**src/rtl/awadm_pkg.sv**
```systemverilog
// shared types, constants and bound tables for the window average block
package awadm_pkg;

  // field widths
  localparam int SAMPLE_W  = 16;
  localparam int CH_W      = 4;
  localparam int MAP_W     = 15;
  localparam int SHIFT_W   = 3;
  localparam int MASK_W    = 16;
  localparam int CFG_IDX_W = 2;

  // register indexes
  localparam logic [CFG_IDX_W-1:0] REG_WINDOW_SHIFT   = 2'd0;
  localparam logic [CFG_IDX_W-1:0] REG_DIRECTION_MASK = 2'd1;

  // register reset values
  localparam logic [SHIFT_W-1:0] WINDOW_SHIFT_RST   = 3'd7;
  localparam logic [MASK_W-1:0]  DIRECTION_MASK_RST = 16'hF8FF;

  // input action codes
  localparam logic ACTION_SAMPLE = 1'b0;
  localparam logic ACTION_CLOSE  = 1'b1;

  // top of the output scale
  localparam logic [MAP_W-1:0] FULL_SCALE = 15'd16384;

  // reciprocal scaling: q = (span * recip) >> RECIP_SHIFT, recip = ceil(2^46 / (high - low));
  // exact floor of span * 16384 / (high - low) since span * 16384 stays below 2^30
  localparam int RECIP_W     = 31;
  localparam int RECIP_SHIFT = 32;

  localparam logic [RECIP_W-1:0] RECIP_65000 = 31'(((64'd1 << 46) + 64'd64999) / 64'd65000);
  localparam logic [RECIP_W-1:0] RECIP_65300 = 31'(((64'd1 << 46) + 64'd65299) / 64'd65300);
  localparam logic [RECIP_W-1:0] RECIP_61500 = 31'(((64'd1 << 46) + 64'd61499) / 64'd61500);
  localparam logic [RECIP_W-1:0] RECIP_61484 = 31'(((64'd1 << 46) + 64'd61483) / 64'd61484);
  localparam logic [RECIP_W-1:0] RECIP_61000 = 31'(((64'd1 << 46) + 64'd60999) / 64'd61000);
  localparam logic [RECIP_W-1:0] RECIP_65053 = 31'(((64'd1 << 46) + 64'd65052) / 64'd65053);

  // request queue between front and back
  localparam int QUEUE_DEPTH = 4;
  localparam int QPTR_W      = $clog2(QUEUE_DEPTH);

  typedef struct packed {
    logic                close;
    logic [CH_W-1:0]     channel;
    logic [SAMPLE_W-1:0] sample;
  } awadm_item_t;

  typedef struct packed {
    logic        push;
    awadm_item_t item;
  } awadm_push_t;

  typedef struct packed {
    logic        valid;
    awadm_item_t item;
  } awadm_head_t;

  typedef struct packed {
    logic [SHIFT_W-1:0] window_shift;
    logic [MASK_W-1:0]  direction_mask;
  } awadm_cfg_t;

  typedef struct packed {
    logic [CH_W-1:0]  channel;
    logic [MAP_W-1:0] mapped_value;
    logic             changed;
    logic             last;
  } awadm_result_t;

  // per-channel deadband
  function automatic logic [15:0] deadband(input logic [3:0] idx);
    logic [15:0] v;
    case (idx)
      4'd6, 4'd7, 4'd11, 4'd12, 4'd13: v = 16'd75;
      default:                         v = 16'd50;
    endcase
    return v;
  endfunction

  // per-channel lower clamp
  function automatic logic [15:0] low_bound(input logic [3:0] idx);
    logic [15:0] v;
    case (idx)
      4'd8, 4'd9, 4'd10: v = 16'd200;
      4'd12:             v = 16'd516;
      4'd13:             v = 16'd1000;
      4'd14, 4'd15:      v = 16'd450;
      default:           v = 16'd500;
    endcase
    return v;
  endfunction

  // per-channel upper clamp
  function automatic logic [15:0] high_bound(input logic [3:0] idx);
    logic [15:0] v;
    case (idx)
      4'd11, 4'd12, 4'd13: v = 16'd62000;
      4'd14, 4'd15:        v = 16'd65503;
      default:             v = 16'd65500;
    endcase
    return v;
  endfunction

  // per-channel reciprocal of the bound span
  function automatic logic [RECIP_W-1:0] recip(input logic [3:0] idx);
    logic [RECIP_W-1:0] v;
    case (idx)
      4'd8, 4'd9, 4'd10: v = RECIP_65300;
      4'd11:             v = RECIP_61500;
      4'd12:             v = RECIP_61484;
      4'd13:             v = RECIP_61000;
      4'd14, 4'd15:      v = RECIP_65053;
      default:           v = RECIP_65000;
    endcase
    return v;
  endfunction

endpackage

```
**src/rtl/awadm_front.sv**
```systemverilog
// front end: takes input requests, drops out-of-range samples, feeds the queue
module awadm_front #(
  parameter int CHANNELS = 16
) (
  input  logic                       in_tvalid,
  output logic                       in_tready,
  input  logic                       in_action,
  input  logic [awadm_pkg::CH_W-1:0] in_channel,
  input  logic [15:0]                in_sample,
  input  logic                       queue_full,
  output awadm_pkg::awadm_push_t     push
);
  import awadm_pkg::*;

  logic accept;
  logic in_range;

  // accept whenever the queue has room
  assign in_tready = !queue_full;
  assign accept    = in_tvalid && in_tready;

  // a sample for a channel that does not exist is accepted and dropped
  assign in_range = int'(in_channel) < CHANNELS;

  always_comb begin
    push.push         = accept && ((in_action == ACTION_CLOSE) || in_range);
    push.item.close   = (in_action == ACTION_CLOSE);
    push.item.channel = in_channel;
    push.item.sample  = in_sample;
  end

endmodule

```
**src/rtl/awadm_queue.sv**
```systemverilog
// short request queue decoupling front and back
module awadm_queue (
  input  logic                   clk,
  input  logic                   rst_n,
  input  awadm_pkg::awadm_push_t push,
  output logic                   full,
  output awadm_pkg::awadm_head_t head,
  input  logic                   pop
);
  import awadm_pkg::*;

  awadm_item_t       mem_r [QUEUE_DEPTH];
  logic [QPTR_W-1:0] wptr_r, wptr_nxt;
  logic [QPTR_W-1:0] rptr_r, rptr_nxt;
  logic [QPTR_W:0]   cnt_r, cnt_nxt;
  logic              do_push;
  logic              do_pop;

  assign full       = (cnt_r == (QPTR_W+1)'(QUEUE_DEPTH));
  assign head.valid = (cnt_r != '0);
  assign head.item  = mem_r[rptr_r];

  assign do_push = push.push && !full;
  assign do_pop  = pop && head.valid;

  // pointer and fill count update
  always_comb begin
    wptr_nxt = do_push ? wptr_r + 1'b1 : wptr_r;
    rptr_nxt = do_pop ? rptr_r + 1'b1 : rptr_r;
    cnt_nxt  = cnt_r;
    if (do_push && !do_pop) begin
      cnt_nxt = cnt_r + 1'b1;
    end else if (do_pop && !do_push) begin
      cnt_nxt = cnt_r - 1'b1;
    end
  end

  always_ff @(posedge clk) begin
    if (!rst_n) begin
      wptr_r <= '0;
      rptr_r <= '0;
      cnt_r  <= '0;
    end else begin
      wptr_r <= wptr_nxt;
      rptr_r <= rptr_nxt;
      cnt_r  <= cnt_nxt;
    end
  end

  // storage
  always_ff @(posedge clk) begin
    if (do_push) begin
      mem_r[wptr_r] <= push.item;
    end
  end

endmodule

```
**src/rtl/awadm_back.sv**
```systemverilog
// back end: accumulates samples, runs the per-channel close sequence with a reciprocal multiply
module awadm_back #(
  parameter int CHANNELS = 16,
  parameter int ACC_BITS = 32
) (
  input  logic                     clk,
  input  logic                     rst_n,
  input  awadm_pkg::awadm_cfg_t    cfg,
  input  awadm_pkg::awadm_head_t   head,
  output logic                     pop,
  output logic                     res_valid,
  output awadm_pkg::awadm_result_t res,
  input  logic                     res_ready
);
  import awadm_pkg::*;

  localparam int CW = (CHANNELS > 1) ? $clog2(CHANNELS) : 1;
  localparam logic [CW-1:0] LAST_CH = CW'(CHANNELS - 1);
  localparam int KW = SAMPLE_W + MAP_W;
  localparam int PW = SAMPLE_W + RECIP_W;

  // sequencer codes
  localparam logic [2:0] ST_RUN   = 3'd0;
  localparam logic [2:0] ST_CREAD = 3'd1;
  localparam logic [2:0] ST_CEVAL = 3'd2;
  localparam logic [2:0] ST_CMUL  = 3'd3;
  localparam logic [2:0] ST_CEMIT = 3'd4;

  logic [2:0] state_r, state_nxt;
  logic [CW-1:0] cnt_r, cnt_nxt;

  // accumulator memory, cleared through per-channel valid bits
  logic [ACC_BITS-1:0] acc_mem [CHANNELS];
  logic [ACC_BITS-1:0] acc_rdata_r;
  logic [CW-1:0]       acc_raddr;
  logic [CHANNELS-1:0] acc_vld_r, acc_vld_nxt;

  // kept average and mapped value memory
  logic [KW-1:0]       kept_mem [CHANNELS];
  logic [KW-1:0]       kept_rdata_r;
  logic                kept_we;
  logic [CHANNELS-1:0] kept_vld_r, kept_vld_nxt;

  // sample pipeline
  logic                s2_v_r;
  logic [CW-1:0]       s2_addr_r;
  logic [SAMPLE_W-1:0] s2_sample_r;
  logic                fwd_r, fwd_nxt;
  logic [ACC_BITS-1:0] fwd_data_r;
  logic [ACC_BITS-1:0] s2_base;
  logic [ACC_BITS-1:0] s2_sum;
  logic [CW+3:0]       pop_ch_ext;
  logic [CW-1:0]       pop_addr;
  logic                pop_sample;
  logic                pop_close;

  // close evaluation
  logic [CW+3:0]       cnt_ext;
  logic [3:0]          tab;
  logic [ACC_BITS-1:0] acc_cur;
  logic [ACC_BITS-1:0] acc_shifted;
  logic [15:0]         avg;
  logic [KW-1:0]       kept_cur;
  logic [15:0]         db;
  logic [15:0]         lo_b;
  logic [15:0]         hi_b;
  logic signed [17:0]  lim_lo;
  logic signed [17:0]  lim_hi;
  logic signed [17:0]  avg_s;
  logic                chg;
  logic                degen;
  logic [15:0]         clamped;

  logic [15:0]        avg_r;
  logic               chg_r;
  logic [MAP_W-1:0]   kept_map_r;
  logic               dir_r;
  logic [15:0]        span_r, span_nxt;
  logic [RECIP_W-1:0] recip_r;
  logic [MAP_W-1:0]   quo_r, quo_nxt;
  logic [PW-1:0]      prod;

  // result register
  logic              out_v_r, out_v_nxt;
  awadm_result_t     out_r;
  logic              emit;
  logic [MAP_W-1:0]  new_map;
  logic [MAP_W-1:0]  res_map;

  // pop only in the run state; a close stops the flow until its run is done
  assign pop        = (state_r == ST_RUN) && head.valid;
  assign pop_sample = pop && (head.item.close == ACTION_SAMPLE);
  assign pop_close  = pop && (head.item.close == ACTION_CLOSE);
  assign pop_ch_ext = {{CW{1'b0}}, head.item.channel};
  assign pop_addr   = pop_ch_ext[CW-1:0];

  assign acc_raddr = (state_r == ST_RUN) ? pop_addr : cnt_r;

  // second sample stage: forward the previous write when it hits the same channel
  assign s2_base = fwd_r ? fwd_data_r : (acc_vld_r[s2_addr_r] ? acc_rdata_r : '0);
  assign s2_sum  = s2_base + ACC_BITS'(s2_sample_r);
  assign fwd_nxt = s2_v_r && pop_sample && (pop_addr == s2_addr_r);

  always_ff @(posedge clk) begin
    if (s2_v_r) begin
      acc_mem[s2_addr_r] <= s2_sum;
    end
    acc_rdata_r <= acc_mem[acc_raddr];
  end

  always_ff @(posedge clk) begin
    if (kept_we) begin
      kept_mem[cnt_r] <= {avg_r, res_map};
    end
    kept_rdata_r <= kept_mem[cnt_r];
  end

  // close evaluation of the current channel
  assign cnt_ext     = {4'b0000, cnt_r};
  assign tab         = cnt_ext[3:0];
  assign acc_cur     = acc_vld_r[cnt_r] ? acc_rdata_r : '0;
  assign acc_shifted = acc_cur >> cfg.window_shift;
  assign avg         = acc_shifted[15:0];
  assign kept_cur    = kept_vld_r[cnt_r] ? kept_rdata_r : '0;
  assign db          = deadband(tab);
  assign lo_b        = low_bound(tab);
  assign hi_b        = high_bound(tab);
  assign avg_s       = $signed({2'b00, avg});
  assign lim_lo      = $signed({2'b00, kept_cur[KW-1:MAP_W]}) - $signed({2'b00, db});
  assign lim_hi      = $signed({2'b00, kept_cur[KW-1:MAP_W]}) + $signed({2'b00, db});
  assign chg         = (avg_s <= lim_lo) || (avg_s >= lim_hi);
  assign degen       = (hi_b <= lo_b);

  // clamp to the channel bounds
  always_comb begin
    clamped = avg;
    if (clamped < lo_b) begin
      clamped = lo_b;
    end
    if (clamped > hi_b) begin
      clamped = hi_b;
    end
  end

  // scaling by the channel's reciprocal span
  assign prod = span_r * recip_r;

  // final mapping and result selection
  assign new_map = dir_r ? quo_r : FULL_SCALE - quo_r;
  assign res_map = chg_r ? new_map : kept_map_r;
  assign emit    = (state_r == ST_CEMIT) && (!out_v_r || res_ready);
  assign kept_we = emit && chg_r;

  // sequencer
  always_comb begin
    state_nxt = state_r;
    cnt_nxt   = cnt_r;
    span_nxt  = span_r;
    quo_nxt   = quo_r;
    case (state_r)
      ST_RUN: begin
        if (pop_close) begin
          state_nxt = ST_CREAD;
          cnt_nxt   = '0;
        end
      end
      ST_CREAD: begin
        state_nxt = ST_CEVAL;
      end
      ST_CEVAL: begin
        span_nxt  = hi_b - clamped;
        quo_nxt   = '0;
        state_nxt = (chg && !degen) ? ST_CMUL : ST_CEMIT;
      end
      ST_CMUL: begin
        quo_nxt   = prod[RECIP_SHIFT +: MAP_W];
        state_nxt = ST_CEMIT;
      end
      ST_CEMIT: begin
        if (emit) begin
          if (cnt_r == LAST_CH) begin
            state_nxt = ST_RUN;
          end else begin
            cnt_nxt   = cnt_r + 1'b1;
            state_nxt = ST_CREAD;
          end
        end
      end
      default: begin
        state_nxt = ST_RUN;
      end
    endcase
  end

  // valid bits: samples mark, close clears, kept entries mark on update
  always_comb begin
    acc_vld_nxt  = acc_vld_r;
    kept_vld_nxt = kept_vld_r;
    if (s2_v_r) begin
      acc_vld_nxt[s2_addr_r] = 1'b1;
    end
    if (emit) begin
      acc_vld_nxt[cnt_r] = 1'b0;
    end
    if (kept_we) begin
      kept_vld_nxt[cnt_r] = 1'b1;
    end
  end

  // output register handshake
  always_comb begin
    out_v_nxt = out_v_r;
    if (res_ready) begin
      out_v_nxt = 1'b0;
    end
    if (emit) begin
      out_v_nxt = 1'b1;
    end
  end

  always_ff @(posedge clk) begin
    if (!rst_n) begin
      state_r    <= ST_RUN;
      cnt_r      <= '0;
      acc_vld_r  <= '0;
      kept_vld_r <= '0;
      s2_v_r     <= 1'b0;
      fwd_r      <= 1'b0;
      out_v_r    <= 1'b0;
    end else begin
      state_r    <= state_nxt;
      cnt_r      <= cnt_nxt;
      acc_vld_r  <= acc_vld_nxt;
      kept_vld_r <= kept_vld_nxt;
      s2_v_r     <= pop_sample;
      fwd_r      <= fwd_nxt;
      out_v_r    <= out_v_nxt;
    end
  end

  // payload registers
  always_ff @(posedge clk) begin
    s2_addr_r   <= pop_addr;
    s2_sample_r <= head.item.sample;
    fwd_data_r  <= s2_sum;
    span_r      <= span_nxt;
    quo_r       <= quo_nxt;
    if (state_r == ST_CEVAL) begin
      avg_r      <= avg;
      chg_r      <= chg;
      kept_map_r <= kept_cur[MAP_W-1:0];
      dir_r      <= degen ? 1'b1 : cfg.direction_mask[tab];
      recip_r    <= recip(tab);
    end
    if (emit) begin
      out_r.channel      <= tab;
      out_r.mapped_value <= res_map;
      out_r.changed      <= chg_r;
      out_r.last         <= (cnt_r == LAST_CH);
    end
  end

  assign res_valid = out_v_r;
  assign res       = out_r;

endmodule

```
**src/rtl/adc_window_average_deadband_map_top.sv**
```systemverilog
// top level: configuration registers, front, queue and back of the window average block
//
// Accumulates 16-bit converter samples per channel and, on a close request, reports
// every channel in ascending order: the windowed average (accumulator shifted right by
// window_shift) is compared against the last kept average with the channel's deadband;
// when it moves far enough it is clamped to the channel bounds and scaled to 0..16384,
// direct or inverted per direction_mask. Outside a close run sample requests are taken
// one per clock: the accumulator memory is read and written back in a two-stage pipeline
// with forwarding. A close run steps each channel through the memory read, the
// evaluation stage and, for a changed channel, a multiply by the channel's reciprocal
// span, and a result may wait on out_tready; requests keep entering the 4-deep queue
// during a run. Reset leaves no clearing pass.
module adc_window_average_deadband_map_top #(
  parameter int CHANNELS = 16,
  parameter int ACC_BITS = 32
) (
  input  logic                            clk,
  input  logic                            rst_n,
  input  logic                            in_tvalid,
  output logic                            in_tready,
  input  logic [23:0]                     in_tdata,  // channel[3:0], sample[19:4], zero pad
  input  logic                            in_tuser,  // action
  output logic                            out_tvalid,
  input  logic                            out_tready,
  output logic [23:0]                     out_tdata, // out_channel[3:0], mapped_value[18:4], zero pad
  output logic                            out_tuser, // changed
  output logic                            out_tlast,
  input  logic                            cfg_we,
  input  logic [awadm_pkg::CFG_IDX_W-1:0] cfg_index,
  input  logic [15:0]                     cfg_wdata
);
  import awadm_pkg::*;

  awadm_cfg_t    cfg_r;
  awadm_push_t   push;
  awadm_head_t   head;
  logic          queue_full;
  logic          pop;
  logic          res_valid;
  awadm_result_t res;

  // configuration registers
  always_ff @(posedge clk) begin
    if (!rst_n) begin
      cfg_r.window_shift   <= WINDOW_SHIFT_RST;
      cfg_r.direction_mask <= DIRECTION_MASK_RST;
    end else if (cfg_we) begin
      case (cfg_index)
        REG_WINDOW_SHIFT:   cfg_r.window_shift   <= cfg_wdata[SHIFT_W-1:0];
        REG_DIRECTION_MASK: cfg_r.direction_mask <= cfg_wdata[MASK_W-1:0];
        default: begin
          cfg_r <= cfg_r;
        end
      endcase
    end
  end

  awadm_front #(
    .CHANNELS(CHANNELS)
  ) u_front (
    .in_tvalid (in_tvalid),
    .in_tready (in_tready),
    .in_action (in_tuser),
    .in_channel(in_tdata[3:0]),
    .in_sample (in_tdata[19:4]),
    .queue_full(queue_full),
    .push      (push)
  );

  awadm_queue u_queue (
    .clk  (clk),
    .rst_n(rst_n),
    .push (push),
    .full (queue_full),
    .head (head),
    .pop  (pop)
  );

  awadm_back #(
    .CHANNELS(CHANNELS),
    .ACC_BITS(ACC_BITS)
  ) u_back (
    .clk      (clk),
    .rst_n    (rst_n),
    .cfg      (cfg_r),
    .head     (head),
    .pop      (pop),
    .res_valid(res_valid),
    .res      (res),
    .res_ready(out_tready)
  );

  // result channel
  assign out_tvalid = res_valid;
  assign out_tdata  = {5'b00000, res.mapped_value, res.channel};
  assign out_tuser  = res.changed;
  assign out_tlast  = res.last;

  // last flag only on the final channel of a run
  assert property (@(posedge clk) disable iff (!rst_n)
    (out_tvalid && out_tlast) |-> (out_tdata[3:0] == 4'(CHANNELS - 1)))
    else $error("last flag on a channel other than the final one");

  // mapped value never exceeds full scale
  assert property (@(posedge clk) disable iff (!rst_n)
    out_tvalid |-> (out_tdata[18:4] <= FULL_SCALE))
    else $error("mapped value above full scale");

  // the front only queues requests that were accepted
  assert property (@(posedge clk) disable iff (!rst_n)
    push.push |-> (in_tvalid && in_tready))
    else $error("queue push without an accepted input request");

endmodule

```
**config.mk**
```make
export PLATFORM = sky130hd
export DESIGN_NAME = adc_window_average_deadband_map_top
export DESIGN_NICKNAME = d
export VERILOG_FILES = /design/src/rtl/awadm_pkg.sv /design/src/rtl/awadm_front.sv /design/src/rtl/awadm_queue.sv /design/src/rtl/awadm_back.sv /design/src/rtl/adc_window_average_deadband_map_top.sv
export SDC_FILE = /design/constraint.sdc
export NUM_CORES = 2
export LEC_CHECK = 0
export BUFFER_PORTS_ARGS = -buffer_cell sky130_fd_sc_hd__buf_2
export CORE_MARGIN = 2
export CORE_UTILIZATION = 46
export DETAILED_ROUTE_END_ITERATION = 7
export SYNTH_ARGS = -nofsm -noshare
export SYNTH_HDL_FRONTEND = slang
export SYNTH_SLANG_ARGS = --single-unit
```
**constraint.sdc**
```tcl
create_clock -name clk -period 9 [get_ports clk]
set_clock_uncertainty 0.15 [all_clocks]
set_input_delay 0.9 -clock clk [delete_from_list [all_inputs] [get_ports clk]]
set_output_delay 0.9 -clock clk [all_outputs]
set_load 0.005 [all_outputs]
```
# Word-level counts from Yosys, hierarchy flattened
# Memories as Yosys holds them, arrays and structs flattened. A register that Yosys moved wholly into a read port is not among the register bits.
# Cells that the tools add are included.
[classes]
addsub = 10
eq_ne = 20
mul = 1
shift = 1
muxes = 48
magnitude_cmp = 9
n_reduce_logical = 37
n_bitwise = 5
[ops]
columns = ["cell", "count"]
rows = [
  ["32-bit two-way mux", 3],
  ["16-bit two-way mux", 4],
  ["16-bit by 31-bit multiplier with 47-bit output", 1],
  ["10-bit case mux with 4 select lines", 1],
  ["32-bit by 16-bit adder with 32-bit output", 1],
  ["4-bit == test, second input constant", 8],
  ["16-bit OR", 2],
  ["32-bit by 3-bit right shift with 16-bit output", 1],
  ["31-bit two-way mux", 1],
  ["15-bit two-way mux", 2],
  ["15-bit case mux with 2 select lines", 1],
  ["12-bit case mux with 2 select lines", 1],
  ["17-bit by 18-bit greater-or-equal comparator with 1-bit output", 1],
  ["17-bit by 18-bit less-or-equal comparator with 1-bit output", 1],
  ["16-bit by 7-bit adder with 17-bit output", 1],
  ["16-bit by 7-bit subtractor with 17-bit output", 1],
  ["16-bit AND", 1],
  ["1-bit binary-select mux with 4-bit select", 4],
  ["16-bit > comparator", 1],
  ["16-bit by 10-bit less-or-equal comparator with 1-bit output", 1],
  ["16-bit by 10-bit < comparator with 1-bit output", 1],
  ["4-bit two-way mux", 4],
  ["16-bit inverter", 1],
  ["16-bit subtractor", 1],
  ["other kinds (35)", 87],
]
[totals]
word_cells = 161
regBits = 236
output_inout_bits = 28
mem_count = 4
romBits = 384
ram_bits = 1092
[mem_list]
columns = ["name", "words", "word_bits", "read_ports", "rd_ports_with_merged_regs", "wr", "line", "source"]
rows = [
  ["u_back.acc_mem", 16, 32, 1, 1, 1, "awadm_back.sv:33", "logic [ACC_BITS-1:0] acc_mem [CHANNELS];"],
  ["u_back.kept_mem", 16, 31, 1, 1, 1, "awadm_back.sv:39", "logic [KW-1:0] kept_mem [CHANNELS];"],
  ["(name not given)", 16, 24, 1, 1, 0, "awadm_pkg.sv:108", "case (idx)"],
  ["u_queue.mem_r", 4, 21, 1, 1, 1, "awadm_queue.sv:12", "awadm_item_t mem_r [QUEUE_DEPTH];"],
]

# Longest topological paths before layout
[depth]
word_depth = 9
ltp_mapped = 38
ltp_nobuf = 30

# By module
# Synthesis repeated with hierarchy kept, for this count alone.
[unflattened]
hier_cells = 4347
area_unflattened_um2 = 62228.4
[by_module_without_submodules]
columns = ["mod", "cells_each", "area_per_inst_um2", "n_inst", "seq_area_each_um2"]
rows = [
  ["awadm_back", 4077, 57682.8, 1, 31850.5],
  ["awadm_queue", 157, 3519.6, 1, 2702.6],
  ["adc_window_average_deadband_map_top", 89, 850.8, 1, 380.4],
  ["awadm_front", 24, 175.2, 1, 0.0],
]

# Worst setup path before layout
# Ideal clock, no wire load.
[synth_path]
path_kind = "reg2reg"
startpoint = "register u_back.cnt_r[0]"
endpoint = "register u_back.span_r[14] (data pin)"
setup_ns = 0.294
arrival_ns = 7.975
synth_period_minus_slack_ns = 8.419
slack_ns = 0.581
required_time_ns = 8.556
stages_incl_launch_ff = 38
path_buffers = 8
cell_sequence = "dfxtp_1 buf_6 buf_4 buf_1 clkbuf_1 inv_1 ha_1 clkbuf_1 or3_1 o21ai_0 a21oi_1 ha_1 a21o_1 a21o_1 a21o_1 a2111oi_2 nor3_1 or3_1 [... 2 more ...] o21ai_0 ha_1 a21o_1 a21o_1 a21oi_1 o31a_1 a21o_1 buf_2 mux2i_1 ha_1 inv_1 fa_1 a21o_1 a21oi_1 nor2b_1 a31oi_4 nor4b_1 a311oi_1"
[synth_between]
elab_chain_len = 9
[synth_rtl]
columns = ["element", "line", "source"]
rows = [
  ["start: declaration", "awadm_back.sv:30", "logic [CW-1:0] cnt_r, cnt_nxt;"],
  ["start signal: assignment", "awadm_back.sv:232", "cnt_r <= cnt_nxt;"],
  ["1-bit binary-select mux with 4-bit select", "awadm_back.sv:121", "assign acc_cur = acc_vld_r[cnt_r] ? acc_rdata_r : '0;"],
  ["1-bit two-way mux (not written as such)", "awadm_back.sv:121", ""],
  ["32-bit two-way mux", "awadm_back.sv:121", ""],
  ["32-bit by 3-bit right shift with 16-bit output", "awadm_back.sv:122", "assign acc_shifted = acc_cur >> cfg.window_shift;"],
  ["16-bit by 10-bit < comparator with 1-bit output", "awadm_back.sv:137", "if (clamped < lo_b) begin"],
  ["16-bit two-way mux", "awadm_back.sv:137", ""],
  ["16-bit > comparator", "awadm_back.sv:140", "if (clamped > hi_b) begin"],
  ["16-bit two-way mux", "awadm_back.sv:140", ""],
  ["16-bit subtractor *", "awadm_back.sv:171", "span_nxt = hi_b - clamped;"],
  ["end signal: assignment", "awadm_back.sv:246", "span_r <= span_nxt;"],
  ["end: declaration", "awadm_back.sv:78", "logic [15:0] span_r, span_nxt;"],
]
# Mark *: on every way between the ends. The rest lies on a longest branch, timed or not. The select of a mux whose other input is x is not followed.
# A chain may end at the register's enable or synchronous reset.

# Worst setup path in the final report
[layout_path]
startpoint = "register cfg_r[17] (netlist name)"
endpoint = "register u_back.span_r[14] (data pin)"
[layout_between]
elab_chain_len = 6
[layout_rtl]
columns = ["element", "line", "source"]
rows = [
  ["start: declaration", "adc_window_average_deadband_map_top.sv:34", "awadm_cfg_t cfg_r;"],
  ["start signal: assignment", "adc_window_average_deadband_map_top.sv:52", "cfg_r <= cfg_r;"],
  ["32-bit by 3-bit right shift with 16-bit output *", "awadm_back.sv:122", ""],
  ["via u_back.acc_shifted[6]", "awadm_back.sv:61", "logic [ACC_BITS-1:0] acc_shifted;"],
  ["16-bit by 10-bit < comparator with 1-bit output", "awadm_back.sv:137", ""],
  ["16-bit two-way mux *", "awadm_back.sv:137", ""],
  ["16-bit > comparator", "awadm_back.sv:140", ""],
  ["16-bit two-way mux *", "awadm_back.sv:140", ""],
  ["16-bit subtractor *", "awadm_back.sv:171", ""],
]
# Mark *: on every way through the listed nets, which the timed path passes. The rest lies on a longest branch.

==> results.json <==
{
  "overflow": 0,
  "setup_violations": 0,
  "worstSetupPathType": "register to register",
  "hold_viol": 0,
  "first_pass_iters": 6,
  "ys.flop_type": "edfxtp_1",
  "syn_to_final_growth_pct": 10.9,
  "holdWs_ns": 0.214,
  "synth_top_area_cell": "edfxtp_1",
  "status": "finished, final reports clean",
  "drt-met1-wl_um": 68600,
  "yosysSeqAreaShare_pct": 56.1,
  "wl_met2_um": 73600,
  "tightestPinTransition_ns": 1.33,
  "clk_latency_ns": 0.75,
  "worstHoldPathType": "input pin to register",
  "drc_errors": 0,
  "grt_usage_pct": 22.8,
  "ys_top_cells_by_area": "edfxtp_1 (51%), fa_1 (10%), dfxtp_1 (5.4%)",
  "dieWidth_um": 372,
  "synth_edf_count": 1052,
  "cts.repair.resized": 0,
  "synthCells": 4701,
  "ctsHoldBuffers": 0,
  "mappedNetlistArea_um2": 62300,
  "coreArea_um2": 135000,
  "pin_count": 76,
  "arrival_ns": 8.56,
  "vias": 37565,
  "cts_max_path_buffers": 3,
  "cts_tree": "built",
  "tns_ns": 0,
  "cp_max_fo": 18,
  "clk_pin_slew_ns": 0.06,
  "cp-end-kind": "register",
  "drt_iter0_drc": 3352,
  "wl_um": 156000,
  "synth_top_area_share_pct": 50.7,
  "yosysUniqueCellTypes": 79,
  "fill_cells": 11385,
  "cts_setup_buffers": 0,
  "fin_crit_ns": 8.26,
  "final_layout_size_suffix_gt1_share_pct": 11.0,
  "grt_max_degree": 185,
  "drv_slew": 0,
  "highest_layer": "met5",
  "hpwl_um": 93300,
  "cts_max_level": 4,
  "die-area_um2": 138000,
  "drv_cap": 0,
  "root_buffer": "clkbuf_16",
  "seqCellArea_um2": 34900,
  "yosys_register_bits": 1219,
  "cp-start-kind": "register",
  "grt_pass1_vias": 37766,
  "num_rows": 135,
  "max_freq_mhz": 121,
  "grt_first_pass_wirelength_um": 235000,
  "antenna_left": 0,
  "portBuffers": 66,
  "yosysWarnings": 0,
  "crit_required_ns": 9.30,
  "rsz0062_at_grt": "no",
  "fp.dieH_um": 372,
  "gp_congestion": 0.857,
  "multi_input_area_um2": 25300,
  "start_util_pct": 46.2,
  "fin_nets": 5339,
  "slew_headroom_pct": 11.6,
  "syn_area_per_cell_um2": 13.3,
  "clock_sinks": 1219,
  "wl_met3_um": 9630,
  "vias_per_cell": 5.67,
  "routedWlPerCell_um": 23.5,
  "antenna_found_initial": 7,
  "fin_crit_sh_pct": 91.8,
  "async_reset_ff_share_pct": 0,
  "numCtsBuffers": 130
}
-- metrics by stage --
step                instances  setup WS [ns]  utilization (%)  cell area (µm²)
floorplan                4705          0.581                -            62300
global placement         6389          0.987             48.1            64900
detailed placement       6389          0.904             48.1            64900
CTS                      6627          0.852             51.2            69100
global route             6628          0.162             51.2            69100
finish                   6630          0.738             51.2            69100
-- layer usage --
layer,vias up,track usage (%)
met2,1127,36.6
met4,12,6.53
met3,248,3.70
met5,-,0
li1,17108,-
met1,19070,32.0
-- layout by cell type, fill, tap and decap left out, types with 12 or more instances in the layout --
master     netlist  layout
nand2b_1        19      18
clkinv_1         0      15
clkbuf_1       209      36
and2_1         228     227
fa_1           314     314
inv_1          378     377
nand3_1         42      42
xor2_1          19      19
a31oi_1         61      60
or3_1           22      22
dfxtp_1        167     164
clkbuf_16        0     131
a311oi_1        48      48
nand2_1        525     524
o221ai_1        66      66
buf_2            6      66
a211oi_1       129     129
mux4_2         106     106
clkbuf_8         0      14
xnor2_1         59      59
o21ai_0         74      74
edfxtp_1      1052    1052
nor2_4           0      27
nor3_1          31      25
a21o_1          41      41
a21oi_1        175     175
nor2b_1         24      24
clkinv_2         0      18
and3_1          36      35
o22ai_1         37      37
mux2i_1        181     178
buf_4            7      89
nand4_1         14      14
nor2_1         177     150
o21a_1          31      30
ha_1           236     236
and2_0          12      12
-- Yosys cell counts (11+ instances only) --
cell type / number
inv_1: 378
mux4_2: 106
nor2b_1: 24
a311oi_1: 48
clkbuf_1: 209
o221ai_1: 66
o221a_2: 11
ha_1: 236
nand2b_1: 19
xor2_1: 19
a21o_1: 41
nor2_1: 177
nor3_1: 31
and2_1: 228
and3_1: 36
a31oi_1: 61
nand2_1: 525
fa_1: 314
o22ai_1: 37
mux2i_1: 181
or2_2: 11
dfxtp_1: 167
and2_0: 12
xnor2_1: 59
edfxtp_1: 1052
o21a_1: 31
buf_1: 28
or3_1: 22
nand3_1: 42
a21oi_1: 175
nand4_1: 14
o21ai_0: 74
a211oi_1: 129
-- final timing paths --
| path | start | to | slack [ns] | cells past startpoint |
|---|---|---|---|---|
| max | cfg_r[17] | u_back.span_r[14] | 0.74 | 26 |
| max reg2reg | cfg_r[17] | u_back.span_r[14] | 0.74 | 26 |
| min reg2reg | u_back.kept_vld_r[2] | u_back.kept_vld_r[2] | 0.31 | 1 |
| min | in_tdata[13] | u_queue.mem_r[1][9] | 0.21 | 1 |
-- registers in the layout, summed over array words and instances, names as in the netlist, 15 cells and up, named ones only --
| signal | cells |
|---|---|
| cfg_r | 19 |
| u_back.acc_mem | 368 |
| u_back.acc_rdata_r | 23 |
| u_back.acc_vld_r | 16 |
| u_back.avg_r | 16 |
| u_back.fwd_data_r | 23 |
| u_back.kept_map_r | 15 |
| u_back.kept_mem | 496 |
| u_back.kept_rdata_r | 31 |
| u_back.kept_vld_r | 16 |
| u_back.quo_r | 15 |
| u_back.recip_r | 19 |
| u_back.res | 21 |
| u_back.s2_sample_r | 16 |
| u_back.span_r | 16 |
| u_queue.mem_r | 84 |
-- layout make-up --
type | instances | area share, %
sequential | 1219 | 50.6
multi-input combinational | 2854 | 36.6
clock buffer | 181 | 5.22
tap | 1781 | 3.23
inverter | 379 | 2.06
timing repair buffer | 157 | 1.50
clock inverter | 57 | 0.820
antenna | 2 | 0.00724
-- cells by family (layout without fill, tap and decap cells) --
logic type                 count (synthesis)  in the layout  share of synthesized area, %
muxes                                    295            295                          6.88
and+or+nand+nor                         1176           1176                          8.93
buffers and inverters                    632            774                          3.90
adders and majority gates                551            551                          14.8
AOI/OAI and AO/OA                        749            749                          8.28
xor gates and xnor gates                  78             78                          1.10
other                                      1              7                       0.00602
DFF                                     1219           1219                          56.1
-- critical path: stages (launching register included) --
cell       delay, ns
dfxtp_1         0.89
mux2_2          0.31
inv_1           0.06
mux4_2          0.47
nor2_1          0.60
ha_1            0.38
a21o_1          0.16
a21o_1          0.19
a2111oi_2       0.26
nor3_1          0.12
or3_1           0.61
o21ai_0         0.38
ha_1            0.31
a21o_1          0.19
a21o_1          0.18
a21oi_1         0.14
o31a_1          0.22
a21o_1          0.17
buf_4           0.20
mux2i_1         0.15
fa_1            0.45
a21o_1          0.20
a21oi_1         0.27
nor2b_1         0.35
a31oi_4         0.16
nor4b_1         0.29
a311oi_1        0.08
Power is not shown: default switching activity piles up to over one toggle a cycle in this logic, so the estimate is an artifact.
